`src/sv/cgsl_pkg.sv`:
```
// Shared codes, widths and control/status structs for the clip grid slot and launch block.
`default_nettype none
package cgsl_pkg;

   localparam int CMD_W  = 3;
   localparam int IDX_W  = 5;
   localparam int DIM_W  = 6;
   localparam int ST_W   = 2;
   localparam int CSR_W  = 1;

   localparam logic [CMD_W-1:0] CMD_PLACE  = 3'd0;
   localparam logic [CMD_W-1:0] CMD_REMOVE = 3'd1;
   localparam logic [CMD_W-1:0] CMD_TRIG   = 3'd2;
   localparam logic [CMD_W-1:0] CMD_ROW    = 3'd3;
   localparam logic [CMD_W-1:0] CMD_STOP   = 3'd4;
   localparam logic [CMD_W-1:0] CMD_QUERY  = 3'd5;

   localparam logic [ST_W-1:0] ST_OK     = 2'd0;
   localparam logic [ST_W-1:0] ST_NOSLOT = 2'd1;
   localparam logic [ST_W-1:0] ST_BADIDX = 2'd2;

   localparam logic [CSR_W-1:0] CSR_NUM_COLS = 1'b0;
   localparam logic [CSR_W-1:0] CSR_NUM_ROWS = 1'b1;

   localparam logic [DIM_W-1:0] MIN_DIM = 6'd12;

   typedef struct packed {
      logic accept;
      logic clear;
      logic fwd;
      logic bwd;
      logic grow;
      logic row;
      logic exec;
      logic ship;
   } dp_ctl_type;

   typedef struct packed {
      logic in_place;
      logic in_row_ok;
      logic fwd_hit;
      logic bwd_hit;
      logic scan_last;
      logic scan_zero;
      logic can_grow;
      logic clear_last;
      logic out_free;
   } dp_stat_type;

endpackage
`default_nettype wire

```
`src/sv/clip_grid_slot_and_launch_core.sv`:
```
// Top level of the clip grid slot allocator and launcher.
// Remove, trigger cell, stop and query pass through an execute state, then the result state;
// trigger row visits every column from column 0 to the last; place reads one column word per
// cycle over a forward scan, then a backward scan to column 0, plus a grow step if it grows.
// One item at a time: the next is accepted in the cycle after the result is registered.
// Reset: synchronous; a clearing pass then zeroes the occupancy memory words of columns 0 to
// min(MAX_COLS,32)-1, req_ready stays low during it, configuration writes are taken throughout.
`default_nettype none
module clip_grid_slot_and_launch_core #(
   parameter int MAX_COLS = 32,
   parameter int MAX_ROWS = 32
) (
   input  logic                          clock,
   input  logic                          reset,
   input  logic                          req_valid,
   output logic                          req_ready,
   input  logic [cgsl_pkg::CMD_W-1:0]    req_command,
   input  logic [cgsl_pkg::IDX_W-1:0]    req_column_index,
   input  logic [cgsl_pkg::IDX_W-1:0]    req_row_index,
   input  logic                          req_allow_grow,
   output logic                          rsp_valid,
   input  logic                          rsp_ready,
   output logic [cgsl_pkg::ST_W-1:0]     rsp_status,
   output logic [cgsl_pkg::IDX_W-1:0]    rsp_slot_column,
   output logic [cgsl_pkg::IDX_W-1:0]    rsp_slot_row,
   output logic                          rsp_grew,
   output logic                          rsp_cell_occupied,
   output logic                          rsp_column_playing,
   output logic [cgsl_pkg::IDX_W-1:0]    rsp_playing_row_out,
   output logic [cgsl_pkg::DIM_W-1:0]    rsp_row_count,
   input  logic                          csr_valid,
   output logic                          csr_ready,
   input  logic [cgsl_pkg::CSR_W-1:0]    csr_index,
   input  logic [cgsl_pkg::DIM_W-1:0]    csr_data
);
   import cgsl_pkg::*;

   dp_ctl_type  ctl;
   dp_stat_type stat;

   cgsl_ctrl u_ctrl (
      .clock     (clock),
      .reset     (reset),
      .req_valid (req_valid),
      .req_ready (req_ready),
      .stat      (stat),
      .ctl       (ctl)
   );

   cgsl_dpath #(
      .MAX_COLS (MAX_COLS),
      .MAX_ROWS (MAX_ROWS)
   ) u_dpath (
      .clock               (clock),
      .reset               (reset),
      .req_command         (req_command),
      .req_column_index    (req_column_index),
      .req_row_index       (req_row_index),
      .req_allow_grow      (req_allow_grow),
      .rsp_valid           (rsp_valid),
      .rsp_ready           (rsp_ready),
      .rsp_status          (rsp_status),
      .rsp_slot_column     (rsp_slot_column),
      .rsp_slot_row        (rsp_slot_row),
      .rsp_grew            (rsp_grew),
      .rsp_cell_occupied   (rsp_cell_occupied),
      .rsp_column_playing  (rsp_column_playing),
      .rsp_playing_row_out (rsp_playing_row_out),
      .rsp_row_count       (rsp_row_count),
      .csr_valid           (csr_valid),
      .csr_ready           (csr_ready),
      .csr_index           (csr_index),
      .csr_data            (csr_data),
      .ctl                 (ctl),
      .stat                (stat)
   );

endmodule
`default_nettype wire

```
`src/sv/cgsl_ctrl.sv`:
```
// Command sequencer: steps the datapath through clear, search, trigger and result phases.
`default_nettype none
module cgsl_ctrl (
   input  logic                    clock,
   input  logic                    reset,
   input  logic                    req_valid,
   output logic                    req_ready,
   input  cgsl_pkg::dp_stat_type   stat,
   output cgsl_pkg::dp_ctl_type    ctl
);
   import cgsl_pkg::*;

   localparam logic [2:0] S_CLEAR = 3'd0;
   localparam logic [2:0] S_IDLE  = 3'd1;
   localparam logic [2:0] S_FWD   = 3'd2;
   localparam logic [2:0] S_BWD   = 3'd3;
   localparam logic [2:0] S_GROW  = 3'd4;
   localparam logic [2:0] S_ROW   = 3'd5;
   localparam logic [2:0] S_EXEC  = 3'd6;
   localparam logic [2:0] S_DONE  = 3'd7;

   logic [2:0] state_ff;
   logic [2:0] state_in;

   always_comb begin
      ctl       = '0;
      req_ready = 1'b0;
      state_in  = state_ff;
      case (state_ff)
         S_CLEAR: begin
            ctl.clear = 1'b1;
            if (stat.clear_last) state_in = S_IDLE;
         end
         S_IDLE: begin
            req_ready = 1'b1;
            if (req_valid) begin
               ctl.accept = 1'b1;
               if (stat.in_place)       state_in = S_FWD;
               else if (stat.in_row_ok) state_in = S_ROW;
               else                     state_in = S_EXEC;
            end
         end
         S_FWD: begin
            ctl.fwd = 1'b1;
            if (stat.fwd_hit)        state_in = S_DONE;
            else if (stat.scan_last) state_in = S_BWD;
         end
         S_BWD: begin
            ctl.bwd = 1'b1;
            if (stat.bwd_hit) begin
               state_in = S_DONE;
            end else if (stat.scan_zero) begin
               state_in = stat.can_grow ? S_GROW : S_DONE;
            end
         end
         S_GROW: begin
            ctl.grow = 1'b1;
            state_in = S_DONE;
         end
         S_ROW: begin
            ctl.row = 1'b1;
            if (stat.scan_last) state_in = S_DONE;
         end
         S_EXEC: begin
            ctl.exec = 1'b1;
            state_in = S_DONE;
         end
         S_DONE: begin
            if (stat.out_free) begin
               ctl.ship = 1'b1;
               state_in = S_IDLE;
            end
         end
         default: state_in = S_IDLE;
      endcase
   end

   always_ff @(posedge clock) begin
      if (reset) state_ff <= S_CLEAR;
      else       state_ff <= state_in;
   end

endmodule
`default_nettype wire

```
`src/sv/cgsl_dpath.sv`:
```
// Datapath: occupancy memory (one word per column), play markers, config and result registers.
`default_nettype none
module cgsl_dpath #(
   parameter int MAX_COLS = 32,
   parameter int MAX_ROWS = 32
) (
   input  logic                          clock,
   input  logic                          reset,
   input  logic [cgsl_pkg::CMD_W-1:0]    req_command,
   input  logic [cgsl_pkg::IDX_W-1:0]    req_column_index,
   input  logic [cgsl_pkg::IDX_W-1:0]    req_row_index,
   input  logic                          req_allow_grow,
   output logic                          rsp_valid,
   input  logic                          rsp_ready,
   output logic [cgsl_pkg::ST_W-1:0]     rsp_status,
   output logic [cgsl_pkg::IDX_W-1:0]    rsp_slot_column,
   output logic [cgsl_pkg::IDX_W-1:0]    rsp_slot_row,
   output logic                          rsp_grew,
   output logic                          rsp_cell_occupied,
   output logic                          rsp_column_playing,
   output logic [cgsl_pkg::IDX_W-1:0]    rsp_playing_row_out,
   output logic [cgsl_pkg::DIM_W-1:0]    rsp_row_count,
   input  logic                          csr_valid,
   output logic                          csr_ready,
   input  logic [cgsl_pkg::CSR_W-1:0]    csr_index,
   input  logic [cgsl_pkg::DIM_W-1:0]    csr_data,
   input  cgsl_pkg::dp_ctl_type          ctl,
   output cgsl_pkg::dp_stat_type         stat
);
   import cgsl_pkg::*;

   localparam int COL_CAP = (MAX_COLS < 32) ? MAX_COLS : 32;
   localparam int ROW_CAP = (MAX_ROWS < 32) ? MAX_ROWS : 32;
   localparam int CAW     = $clog2(COL_CAP);
   localparam int RAW     = $clog2(ROW_CAP);
   localparam int DEPTH   = 1 << CAW;
   localparam int WW      = 1 << RAW;
   localparam logic [DIM_W-1:0] COL_CAP_D = DIM_W'(COL_CAP);
   localparam logic [DIM_W-1:0] ROW_CAP_D = DIM_W'(ROW_CAP);
   localparam logic [IDX_W-1:0] CLR_LAST  = IDX_W'(COL_CAP - 1);

   function automatic logic [DIM_W-1:0] clamp_dim(input logic [DIM_W-1:0] v,
                                                  input logic [DIM_W-1:0] cap);
      logic [DIM_W-1:0] t;
      t = (v < MIN_DIM) ? MIN_DIM : v;
      return (t > cap) ? cap : t;
   endfunction

   // storage
   logic [WW-1:0]     occ_mem [DEPTH];
   logic [WW-1:0]     rdata_ff;
   logic              pv_ff   [DEPTH];
   logic [IDX_W-1:0]  prow_ff [DEPTH];

   logic [DIM_W-1:0]  num_cols_ff, num_cols_in;
   logic [DIM_W-1:0]  rows_ff, rows_in;
   logic [CMD_W-1:0]  cmd_ff, cmd_in;
   logic              grow_ff, grow_in;
   logic [IDX_W-1:0]  scan_ff, scan_in;
   logic [IDX_W-1:0]  rep_col_ff, rep_col_in;
   logic [IDX_W-1:0]  rep_row_ff, rep_row_in;
   logic [ST_W-1:0]   rep_status_ff, rep_status_in;
   logic              rep_grew_ff, rep_grew_in;
   logic              rep_occ_ff, rep_occ_in;

   logic              rsp_valid_ff, rsp_valid_in;
   logic [ST_W-1:0]   rsp_status_ff, rsp_status_in;
   logic [IDX_W-1:0]  rsp_col_ff, rsp_col_in;
   logic [IDX_W-1:0]  rsp_row_ff, rsp_row_in;
   logic              rsp_grew_ff, rsp_grew_in;
   logic              rsp_occ_ff, rsp_occ_in;
   logic              rsp_play_ff, rsp_play_in;
   logic [IDX_W-1:0]  rsp_prow_ff, rsp_prow_in;
   logic [DIM_W-1:0]  rsp_count_ff, rsp_count_in;

   // control
   logic              mem_we;
   logic [WW-1:0]     mem_wdata;
   logic              pv_we, pv_wval, prow_we;

   logic [DIM_W-1:0]  cols_eff;
   logic [IDX_W-1:0]  cols_last, rows_last, c0_in, r0_in;
   logic [WW-1:0]     rowmask, fwd_free, bwd_free, row_bit;
   logic [RAW-1:0]    lo_idx, hi_idx;
   logic [CAW-1:0]    sidx;
   logic              at_start, cur_bit, cell_in, col_in, col_play;

   assign cols_eff  = clamp_dim(num_cols_ff, COL_CAP_D);
   assign cols_last = IDX_W'(cols_eff - 6'd1);
   assign rows_last = IDX_W'(rows_ff - 6'd1);
   assign c0_in     = ({1'b0, req_column_index} > {1'b0, cols_last}) ? cols_last
                                                                     : req_column_index;
   assign r0_in     = ({1'b0, req_row_index} > {1'b0, rows_last}) ? rows_last : req_row_index;
   assign sidx      = scan_ff[CAW-1:0];
   assign at_start  = (scan_ff == rep_col_ff);
   assign row_bit   = WW'(1) << rep_row_ff[RAW-1:0];
   assign cur_bit   = rdata_ff[rep_row_ff[RAW-1:0]];
   assign col_in    = ({1'b0, rep_col_ff} < cols_eff);
   assign cell_in   = col_in && ({1'b0, rep_row_ff} < rows_ff);
   assign col_play  = col_in && pv_ff[sidx] && ({1'b0, prow_ff[sidx]} < rows_ff);

   // free-cell masks for the column word under scan
   always_comb begin
      lo_idx = '0;
      hi_idx = '0;
      for (int i = 0; i < WW; i++) begin
         rowmask[i]  = (DIM_W'(i) < rows_ff);
         fwd_free[i] = ~rdata_ff[i] & rowmask[i]
                       & (!at_start || (DIM_W'(i) >= {1'b0, rep_row_ff}));
         bwd_free[i] = ~rdata_ff[i] & rowmask[i]
                       & (!at_start || (DIM_W'(i) <= {1'b0, rep_row_ff}));
      end
      for (int i = WW - 1; i >= 0; i--) begin
         if (fwd_free[i]) lo_idx = RAW'(i);
      end
      for (int i = 0; i < WW; i++) begin
         if (bwd_free[i]) hi_idx = RAW'(i);
      end
   end

   always_comb begin
      stat.in_place   = (req_command == CMD_PLACE);
      stat.in_row_ok  = (req_command == CMD_ROW) && ({1'b0, req_row_index} < rows_ff);
      stat.fwd_hit    = |fwd_free;
      stat.bwd_hit    = |bwd_free;
      stat.scan_last  = (({1'b0, scan_ff} + 6'd1) == cols_eff);
      stat.scan_zero  = (scan_ff == '0);
      stat.can_grow   = grow_ff && (rows_ff < ROW_CAP_D);
      stat.clear_last = (scan_ff == CLR_LAST);
      stat.out_free   = !rsp_valid_ff || rsp_ready;
   end

   always_comb begin
      num_cols_in   = num_cols_ff;
      rows_in       = rows_ff;
      cmd_in        = cmd_ff;
      grow_in       = grow_ff;
      scan_in       = scan_ff;
      rep_col_in    = rep_col_ff;
      rep_row_in    = rep_row_ff;
      rep_status_in = rep_status_ff;
      rep_grew_in   = rep_grew_ff;
      rep_occ_in    = rep_occ_ff;
      mem_we        = 1'b0;
      mem_wdata     = rdata_ff;
      pv_we         = 1'b0;
      pv_wval       = 1'b0;
      prow_we       = 1'b0;

      rsp_valid_in  = rsp_valid_ff && !rsp_ready;
      rsp_status_in = rsp_status_ff;
      rsp_col_in    = rsp_col_ff;
      rsp_row_in    = rsp_row_ff;
      rsp_grew_in   = rsp_grew_ff;
      rsp_occ_in    = rsp_occ_ff;
      rsp_play_in   = rsp_play_ff;
      rsp_prow_in   = rsp_prow_ff;
      rsp_count_in  = rsp_count_ff;

      if (ctl.clear) begin
         mem_we    = 1'b1;
         mem_wdata = '0;
         scan_in   = stat.clear_last ? '0 : scan_ff + 5'd1;
      end

      if (ctl.accept) begin
         cmd_in        = req_command;
         grow_in       = req_allow_grow;
         rep_status_in = ST_OK;
         rep_grew_in   = 1'b0;
         rep_occ_in    = 1'b0;
         if (stat.in_place) begin
            rep_col_in = c0_in;
            rep_row_in = r0_in;
            scan_in    = c0_in;
         end else begin
            rep_col_in = req_column_index;
            rep_row_in = req_row_index;
            scan_in    = stat.in_row_ok ? '0 : req_column_index;
         end
      end

      if (ctl.fwd) begin
         if (stat.fwd_hit) begin
            mem_we     = 1'b1;
            mem_wdata  = rdata_ff | (WW'(1) << lo_idx);
            rep_col_in = scan_ff;
            rep_row_in = IDX_W'(lo_idx);
            rep_occ_in = 1'b1;
         end else begin
            scan_in = stat.scan_last ? rep_col_ff : scan_ff + 5'd1;
         end
      end

      if (ctl.bwd) begin
         if (stat.bwd_hit) begin
            mem_we     = 1'b1;
            mem_wdata  = rdata_ff | (WW'(1) << hi_idx);
            rep_col_in = scan_ff;
            rep_row_in = IDX_W'(hi_idx);
            rep_occ_in = 1'b1;
         end else if (stat.scan_zero) begin
            // whole active grid is full: either grow or report the clamped start
            scan_in    = rep_col_ff;
            rep_occ_in = 1'b1;
            if (!stat.can_grow) rep_status_in = ST_NOSLOT;
         end else begin
            scan_in = scan_ff - 5'd1;
         end
      end

      if (ctl.grow) begin
         mem_we      = 1'b1;
         mem_wdata   = rdata_ff | (WW'(1) << rows_ff[RAW-1:0]);
         rep_row_in  = IDX_W'(rows_ff);
         rows_in     = rows_ff + 6'd1;
         rep_grew_in = 1'b1;
         rep_occ_in  = 1'b1;
      end

      if (ctl.row) begin
         pv_we   = 1'b1;
         pv_wval = cur_bit;
         prow_we = cur_bit;
         if (at_start) rep_occ_in = cur_bit;
         scan_in = stat.scan_last ? rep_col_ff : scan_ff + 5'd1;
      end

      if (ctl.exec) begin
         rep_occ_in = cell_in && cur_bit;
         case (cmd_ff)
            CMD_REMOVE: begin
               if (cell_in) begin
                  mem_we     = 1'b1;
                  mem_wdata  = rdata_ff & ~row_bit;
                  rep_occ_in = 1'b0;
                  if (pv_ff[sidx] && (prow_ff[sidx] == rep_row_ff)) pv_we = 1'b1;
               end else begin
                  rep_status_in = ST_BADIDX;
               end
            end
            CMD_TRIG: begin
               if (!cell_in) begin
                  rep_status_in = ST_BADIDX;
               end else if (!cur_bit) begin
                  rep_status_in = ST_NOSLOT;
               end else begin
                  pv_we   = 1'b1;
                  pv_wval = 1'b1;
                  prow_we = 1'b1;
               end
            end
            CMD_STOP: begin
               if (col_in) pv_we = 1'b1;
               else        rep_status_in = ST_BADIDX;
            end
            CMD_QUERY: begin
               if (!cell_in) rep_status_in = ST_BADIDX;
            end
            default: rep_status_in = ST_BADIDX;
         endcase
      end

      if (ctl.ship) begin
         rsp_valid_in  = 1'b1;
         rsp_status_in = rep_status_ff;
         rsp_col_in    = rep_col_ff;
         rsp_row_in    = rep_row_ff;
         rsp_grew_in   = rep_grew_ff;
         rsp_occ_in    = rep_occ_ff;
         rsp_play_in   = col_play;
         rsp_prow_in   = col_play ? prow_ff[sidx] : '0;
         rsp_count_in  = rows_ff;
      end

      if (csr_valid) begin
         case (csr_index)
            CSR_NUM_COLS: num_cols_in = csr_data;
            CSR_NUM_ROWS: rows_in     = clamp_dim(csr_data, ROW_CAP_D);
            default: ;
         endcase
      end
   end

   always_ff @(posedge clock) begin
      if (mem_we) occ_mem[sidx] <= mem_wdata;
      rdata_ff <= occ_mem[scan_in[CAW-1:0]];
   end

   always_ff @(posedge clock) begin
      if (reset) begin
         for (int i = 0; i < DEPTH; i++) pv_ff[i] <= 1'b0;
      end else if (pv_we) begin
         pv_ff[sidx] <= pv_wval;
      end
      if (prow_we) prow_ff[sidx] <= rep_row_ff;
   end

   always_ff @(posedge clock) begin
      if (reset) begin
         num_cols_ff  <= MIN_DIM;
         rows_ff      <= clamp_dim(MIN_DIM, ROW_CAP_D);
         scan_ff      <= '0;
         rsp_valid_ff <= 1'b0;
      end else begin
         num_cols_ff  <= num_cols_in;
         rows_ff      <= rows_in;
         scan_ff      <= scan_in;
         rsp_valid_ff <= rsp_valid_in;
      end
      cmd_ff        <= cmd_in;
      grow_ff       <= grow_in;
      rep_col_ff    <= rep_col_in;
      rep_row_ff    <= rep_row_in;
      rep_status_ff <= rep_status_in;
      rep_grew_ff   <= rep_grew_in;
      rep_occ_ff    <= rep_occ_in;
      rsp_status_ff <= rsp_status_in;
      rsp_col_ff    <= rsp_col_in;
      rsp_row_ff    <= rsp_row_in;
      rsp_grew_ff   <= rsp_grew_in;
      rsp_occ_ff    <= rsp_occ_in;
      rsp_play_ff   <= rsp_play_in;
      rsp_prow_ff   <= rsp_prow_in;
      rsp_count_ff  <= rsp_count_in;
   end

   assign csr_ready           = 1'b1;
   assign rsp_valid           = rsp_valid_ff;
   assign rsp_status          = rsp_status_ff;
   assign rsp_slot_column     = rsp_col_ff;
   assign rsp_slot_row        = rsp_row_ff;
   assign rsp_grew            = rsp_grew_ff;
   assign rsp_cell_occupied   = rsp_occ_ff;
   assign rsp_column_playing  = rsp_play_ff;
   assign rsp_playing_row_out = rsp_prow_ff;
   assign rsp_row_count       = rsp_count_ff;

endmodule
`default_nettype wire

```
`config.mk`:
```
export PLATFORM = sky130hd
export DESIGN_NAME = clip_grid_slot_and_launch_core
export DESIGN_NICKNAME = d
export VERILOG_FILES = /design/src/sv/cgsl_pkg.sv /design/src/sv/clip_grid_slot_and_launch_core.sv /design/src/sv/cgsl_ctrl.sv /design/src/sv/cgsl_dpath.sv
export SDC_FILE = /design/constraint.sdc
export NUM_CORES = 2
export LEC_CHECK = 0
export ABC_AREA = 1
export BUFFER_PORTS_ARGS = -buffer_cell sky130_fd_sc_hd__buf_4
export CORE_MARGIN = 3
export CORE_UTILIZATION = 40
export DETAILED_ROUTE_END_ITERATION = 10
export GPL_TIMING_DRIVEN = 0
export SYNTH_ARGS = -nofsm -noshare
export SYNTH_HDL_FRONTEND = slang
export SYNTH_HIERARCHICAL = 1
export SYNTH_SLANG_ARGS = --single-unit
```
`constraint.sdc`:
```
create_clock -name clock -period 12.1 [get_ports clock]
set_clock_uncertainty 0.1 [all_clocks]
set_input_delay 1.815 -clock clock [delete_from_list [all_inputs] [get_ports clock]]
set_output_delay 1.815 -clock clock [all_outputs]
set_load 0.01 [all_outputs]
```
# After elaboration in Yosys (flattened, before gate mapping)
# Memory sizes are Yosys's and may differ from the RTL's. A register that Yosys moved wholly into a read port is not among the register bits.
# Cells that the tools add are included.
# totals
memories	3
out_inout_bits	29
register_bits	65
romBits	0
ram_bits	1216
latch_bits	0
# mem_list
memory	words	word_bits	read_ports	rd_ports_with_merged_regs	write_ports	line_no	text
u_dpath.occ_mem	32	32	1	1	1	cgsl_dpath.sv:50	logic [WW-1:0] occ_mem [DEPTH];
u_dpath.prow_ff	32	5	1	1	1	cgsl_dpath.sv:53	logic [IDX_W-1:0] prow_ff [DEPTH];
u_dpath.pv_ff	32	1	1	1	32	cgsl_dpath.sv:52	logic pv_ff [DEPTH];
# op_classes
eq_ne	22
n_mul	0
reduce_logical	84
div	0
shifts	4
bitwise_logic	132
n_mux	191
n_addsub	6
n_lt_le_gt_ge	106
# op_table
operator	count
two-way mux 5 bit	78
two-way mux 32 bit	9
<< shifter 1 x 5 -> 32 bit (first input constant)	4
< comparator 5 x 6 -> 1 bit (first input constant)	16
bitwise OR 32 bit	3
bitwise AND 1 bit	94
less-or-equal comparator 5 bit (first input constant)	16
>= comparator 5 bit (first input constant)	15
OR reduction 32 bit	2
logical OR 1 bit	63
two-way mux 1 bit	58
< comparator 4 x 6 -> 1 bit (first input constant)	8
two-way mux 6 bit	7
>= comparator 4 x 5 -> 1 bit (first input constant)	8
less-or-equal comparator 4 x 5 -> 1 bit (first input constant)	8
two-way mux 3 bit	13
inverter 1 bit	33
bitwise AND 32 bit	1
two-way mux 4 bit	8
inverter 32 bit	1
two-way mux 2 bit	14
< comparator 3 x 6 -> 1 bit (first input constant)	4
< comparator 5 x 6 -> 1 bit	4
case mux 3 bit (7 select lines)	1
38 further kinds	77

# Longest topological paths before layout
# logic_depth
ltp_word	45
ltp_mapped	47

# Hierarchy
# The synthesis kept the hierarchy.
# by_module_without_submodules
module	n_inst	seq_area_each_um2	cells_each	area_each_um2
cgsl_dpath	1	38697.1	4723	57371.3
cgsl_ctrl	1	60.1	68	374.1

# Worst setup path before layout
# Ideal clock, no wire load.
# synth_timing
path_type	reg-to-reg
from	reg u_dpath.rep_row_ff[0]
to	mem u_dpath/occ_mem[0][17] in the netlist's numbering, data pin
path_slack_ns	7.154
period_less_slack_ns	4.946
arrival_ns	4.469
setup_ns	0.377
path_buffers	2
path_stages_with_launch	45
cell_sequence	dfxtp_1 buf_2 nand2_1 buf_2 nor2_1 nand4_1 nand2_1 nand2_1 nand2_1 nand2_1 nand2_1 nand2_1 nand2_1 nand2_1 nand2_1 nand2_1 nand2_1 nand2_1 (+9 left out) nand2_1 nand2_1 nand2_1 nand2_1 nand2_1 nand2_1 nand2_1 nand2_1 nand2_1 nand2_1 nand3_1 nor2_2 nand3_1 nand2_1 nand2_1 nand2_1 nand2_1 a21oi_1
# synth_between
elab_chain_len	44
elab_cells_between_ends	267
# synth_rtl
element	line_no	text
start: declaration	cgsl_dpath.sv:61	logic [IDX_W-1:0] rep_row_ff, rep_row_in;
start signal: assignment	cgsl_dpath.sv:314	rep_row_ff <= rep_row_in;
>= comparator 5 bit	cgsl_dpath.sv:109	& (!at_start || (DIM_W'(i) >= {1'b0, rep_row_ff}));
logical OR 1 bit	cgsl_dpath.sv:109	
bitwise AND 1 bit	cgsl_dpath.sv:109	
two-way mux 5 bit (31 in a row)	cgsl_dpath.sv:114	if (fwd_free[i]) lo_idx = RAW'(i);
<< shifter 1 x 5 -> 32 bit	cgsl_dpath.sv:186	mem_wdata = rdata_ff | (WW'(1) << lo_idx);
bitwise OR 32 bit	cgsl_dpath.sv:186	
two-way mux 32 bit	cgsl_dpath.sv:184	if (stat.fwd_hit) begin
two-way mux 32 bit	cgsl_dpath.sv:183	if (ctl.fwd) begin
two-way mux 32 bit	cgsl_dpath.sv:196	if (stat.bwd_hit) begin
two-way mux 32 bit	cgsl_dpath.sv:195	if (ctl.bwd) begin
two-way mux 32 bit	cgsl_dpath.sv:212	if (ctl.grow) begin
two-way mux 32 bit	cgsl_dpath.sv:233	if (cell_in) begin
two-way mux 32 bit	cgsl_dpath.sv:231	case (cmd_ff)
two-way mux 32 bit *	cgsl_dpath.sv:229	if (ctl.exec) begin
net u_dpath.mem_wdata[17]	cgsl_dpath.sv:78	logic [WW-1:0] mem_wdata;
end: declaration	cgsl_dpath.sv:50	
# Mark *: on every way through the listed nets, which the timed path passes. The rest lies on a longest branch.

==> flow_summary.json <==
{
  "status": "complete, but fails checks",
  "violations": "max-capacitance violations, max-slew violations",
  "hp-class": "flop to flop",
  "dp_hpwl_um": 141000,
  "cp_data_arrival_time_ps": 8280,
  "worst_pin_slew_ps": 1510,
  "grt_pass1_vias": 40000,
  "ctsHoldBuffers": 0,
  "fin_crit_sh_pct": 64.5,
  "wirelength_um": 199000,
  "design_area_sq_um": 66700,
  "clk_pin_slew_ps": 60,
  "port_buffers": 53,
  "finalSetupViolCount": 0,
  "placedInstanceArea_sq_um": 62200,
  "num_rows": 138,
  "dieWidth_um": 386,
  "finalCoreUtilization_pct": 46.8,
  "initial_core_util_pct": 40.5,
  "die-area_sq_um": 149000,
  "gp_congestion": 1.06,
  "fmax_mhz": 128,
  "grt_max_degree": 38,
  "yosys_warnings": 6,
  "syn_avg_cell_area_sq_um": 12.1,
  "dpl_worst_slack_ps": 4360,
  "fin_tns_setup_ps": 0,
  "cts_tree": "done",
  "synth_seq_cells": 1313,
  "grt_pass1_wl_um": 283000,
  "fin_cells": 7051,
  "cp-start-kind": "flop",
  "syn_inst": 4791,
  "drtIter0Drc": 5719,
  "postRouteAntennaNets": 0,
  "dr_total_vias": 42700,
  "finalWorstSetupSlack_ps": 4290,
  "ios": 55,
  "htree_levels": 4,
  "placed_cells": 6793,
  "yosysUniqueCellTypes": 58,
  "track_usage_pct": 26.3,
  "drv_cap": 1,
  "clk_latency_ps": 790,
  "yosysSeqAreaShare_pct": 67.1,
  "numCtsBuffers": 140,
  "drtPass1Iterations": 7,
  "dieHeight_um": 386,
  "root_buffer": "clkbuf_16",
  "clock-sinks": 1313,
  "cp_max_fo": 35,
  "areaGrowthSynthToFinish_pct": 15.5,
  "clock_path_buffers": 3,
  "antenna_found_initial": 2,
  "viasPerCell": 6.05,
  "syn_area_sq_um": 57700,
  "p_leak_nw": 22.7,
  "max-vdd-ir-drop_mv": 0.193,
  "relSlewSlack_pct": -1.57,
  "period_minus_slack_ps": 7810,
  "drt-wirelength-per-cell_um": 28.2,
  "drc": 0,
  "critPathRequiredTime_ps": 12570,
  "worstSetupPathType": "flop to flop",
  "powerDensity_nw_per_um2": 323,
  "cts_resized": 0,
  "grt_remaining_overflow": 0,
  "crit_path_end_kind": "flop",
  "coreArea_sq_um": 142000,
  "hold_violations": 0,
  "syn_nets": 4860,
  "nets": 5114,
  "cts_setup_buffers": 0,
  "rsz0062_at_grt": "false",
  "slew_violations": 6,
  "drive_gt1_share_pct": 11.6
}
-- cell usage after synthesis (all sizes together) --
cell	number	area share [%]
nand2	473	3.1
a211oi	7	0.091
inv	177	1.2
a2111oi	1	0.015
edfxtp	1246	65
mux2i	224	3.9
or2	2	0.022
xnor2	2	0.030
nor4	8	0.087
a21oi	141	1.2
a31oi	78	0.85
a22o	22	0.33
a2bb2oi	1	0.015
dfxtp	67	2.3
o211a	1	0.017
o211ai	49	0.64
buf	163	1.6
a221oi	8	0.12
o32ai	36	0.56
ha	43	0.93
nand3	200	1.8
clkinv	9	0.061
o22ai	72	0.78
o21ai	522	4.6
xor2	15	0.23
a21o	1	0.013
nor3	59	0.52
o31ai	23	0.30
o41ai	2	0.043
conb	1	0.0065
o21bai	13	0.17
clkbuf	151	1.0
o2111ai	7	0.11
nor2	704	4.7
o311ai	1	0.015
o21a	5	0.065
a22oi	10	0.13
o221ai	229	3.5
nand4	18	0.20
-- metrics by stage --
step | power, mW | hold slack [ps]
4_1_cts | 21.4 | 332
3_5_place_dp | 17.3 | 316
5_1_grt | 22.4 | 353
3_3_place_gp | 16.7 | 313
2_1_floorplan | 12.4 | 303
6_report | 21.6 | 331
-- sequential cells by signal, indices dropped and copies added, names as in the netlist, 6 cells and up --
name	count
u_dpath/num_cols_ff	6
u_dpath/occ_mem	1024
u_dpath/pv_ff	32
u_dpath/rsp_row_count	6
u_dpath/rows_ff	6
u_dpath/rdata_ff	32
u_dpath/prow_ff	160
-- final timing paths --
kind | slack, ps | depth (start not counted) | startpoint | to
worst max-delay path | 4290 | 25 | u_dpath/rep_row_ff[1] | u_dpath/rdata_ff[16]
worst min register to register | 330 | 0 | u_dpath/rows_ff[3] | u_dpath/rsp_row_count[3]
worst max register to register | 4290 | 25 | u_dpath/rep_row_ff[1] | u_dpath/rdata_ff[16]
worst min-delay path | 330 | 0 | u_dpath/rows_ff[3] | u_dpath/rsp_row_count[3]
-- per-layer routing --
layer,vias to the layer above,global-route usage [%],part of all wire (%)
li1,18500,-,-
met1,21300,37.3,42
met2,2513,40.1,45
met3,383,5.07,10
met4,2,9.52,3.7
met5,-,0,0.0071
-- cells in the final DEF, fill, tap and decap left out, types with 25 or more instances in the layout --
cell | netlist | final
edfxtp_1 | 1246 | 1246
nor2_1 | 687 | 654
nand2_1 | 462 | 462
o21ai_0 | 443 | 443
o221ai_1 | 229 | 229
mux2i_1 | 224 | 224
nand3_1 | 198 | 198
clkbuf_1 | 141 | 184
inv_1 | 152 | 152
clkbuf_16 | 0 | 140
buf_2 | 109 | 109
a21oi_1 | 140 | 108
buf_4 | 36 | 91
a31oi_1 | 78 | 78
o21ai_1 | 72 | 72
o22ai_1 | 72 | 72
dfxtp_1 | 67 | 65
nor3_1 | 58 | 58
o211ai_1 | 49 | 49
buf_12 | 0 | 48
ha_1 | 43 | 43
nor2_4 | 4 | 36
o32ai_1 | 35 | 35
clkinv_1 | 8 | 34
a21oi_4 | 0 | 27
inv_2 | 25 | 25
-- cells by family after synthesis --
family	synth area share, %
xor+xnor	0.258
buf+inv	3.87
flops	67.1
simple gates	10.4
other cells	0.00649
compound gates	13.5
fa+ha+maj	0.932
mux	3.88
-- area by class of cell --
type	count	area, sq um
multi-input cells	2978	17300
well taps	1890	2360
clock buffers	188	3730
flip-flops and latches	1313	38800
inverters	186	699
plain buffers	314	1540
diodes	2	5.00
clock inverters	68	703
fillers	12800	75800
repair buffers	112	1560
-- worst max-delay path: stages, from the launching register on --
cell	delay (ps)
dfxtp_1	1160
buf_4	390
inv_2	40
nor2_1	310
inv_2	190
nor2_1	460
nor2_1	130
o21ai_1	190
nand2_1	100
nor2_1	220
nand2_1	130
nor2_2	260
nand2_2	170
nor2_4	190
inv_2	100
nand2_2	130
o22ai_1	90
nand2_1	70
nand2_1	660
inv_2	520
clkbuf_1	570
o221ai_1	270
nand3_1	190
nand3_1	200
a31oi_1	510
a31oi_1	220
-- power breakdown --
| group | switching, mW | leakage [nW] | total, mW | internal [mW] |
|---|---|---|---|---|
| clock | 1.79 | 2.14 | 4.14 | 2.35 |
| combinational | 7.72 | 8.67 | 10.5 | 2.81 |
| sequential | 0.348 | 11.9 | 6.89 | 6.54 |
(Power assumes the default switching activity.)
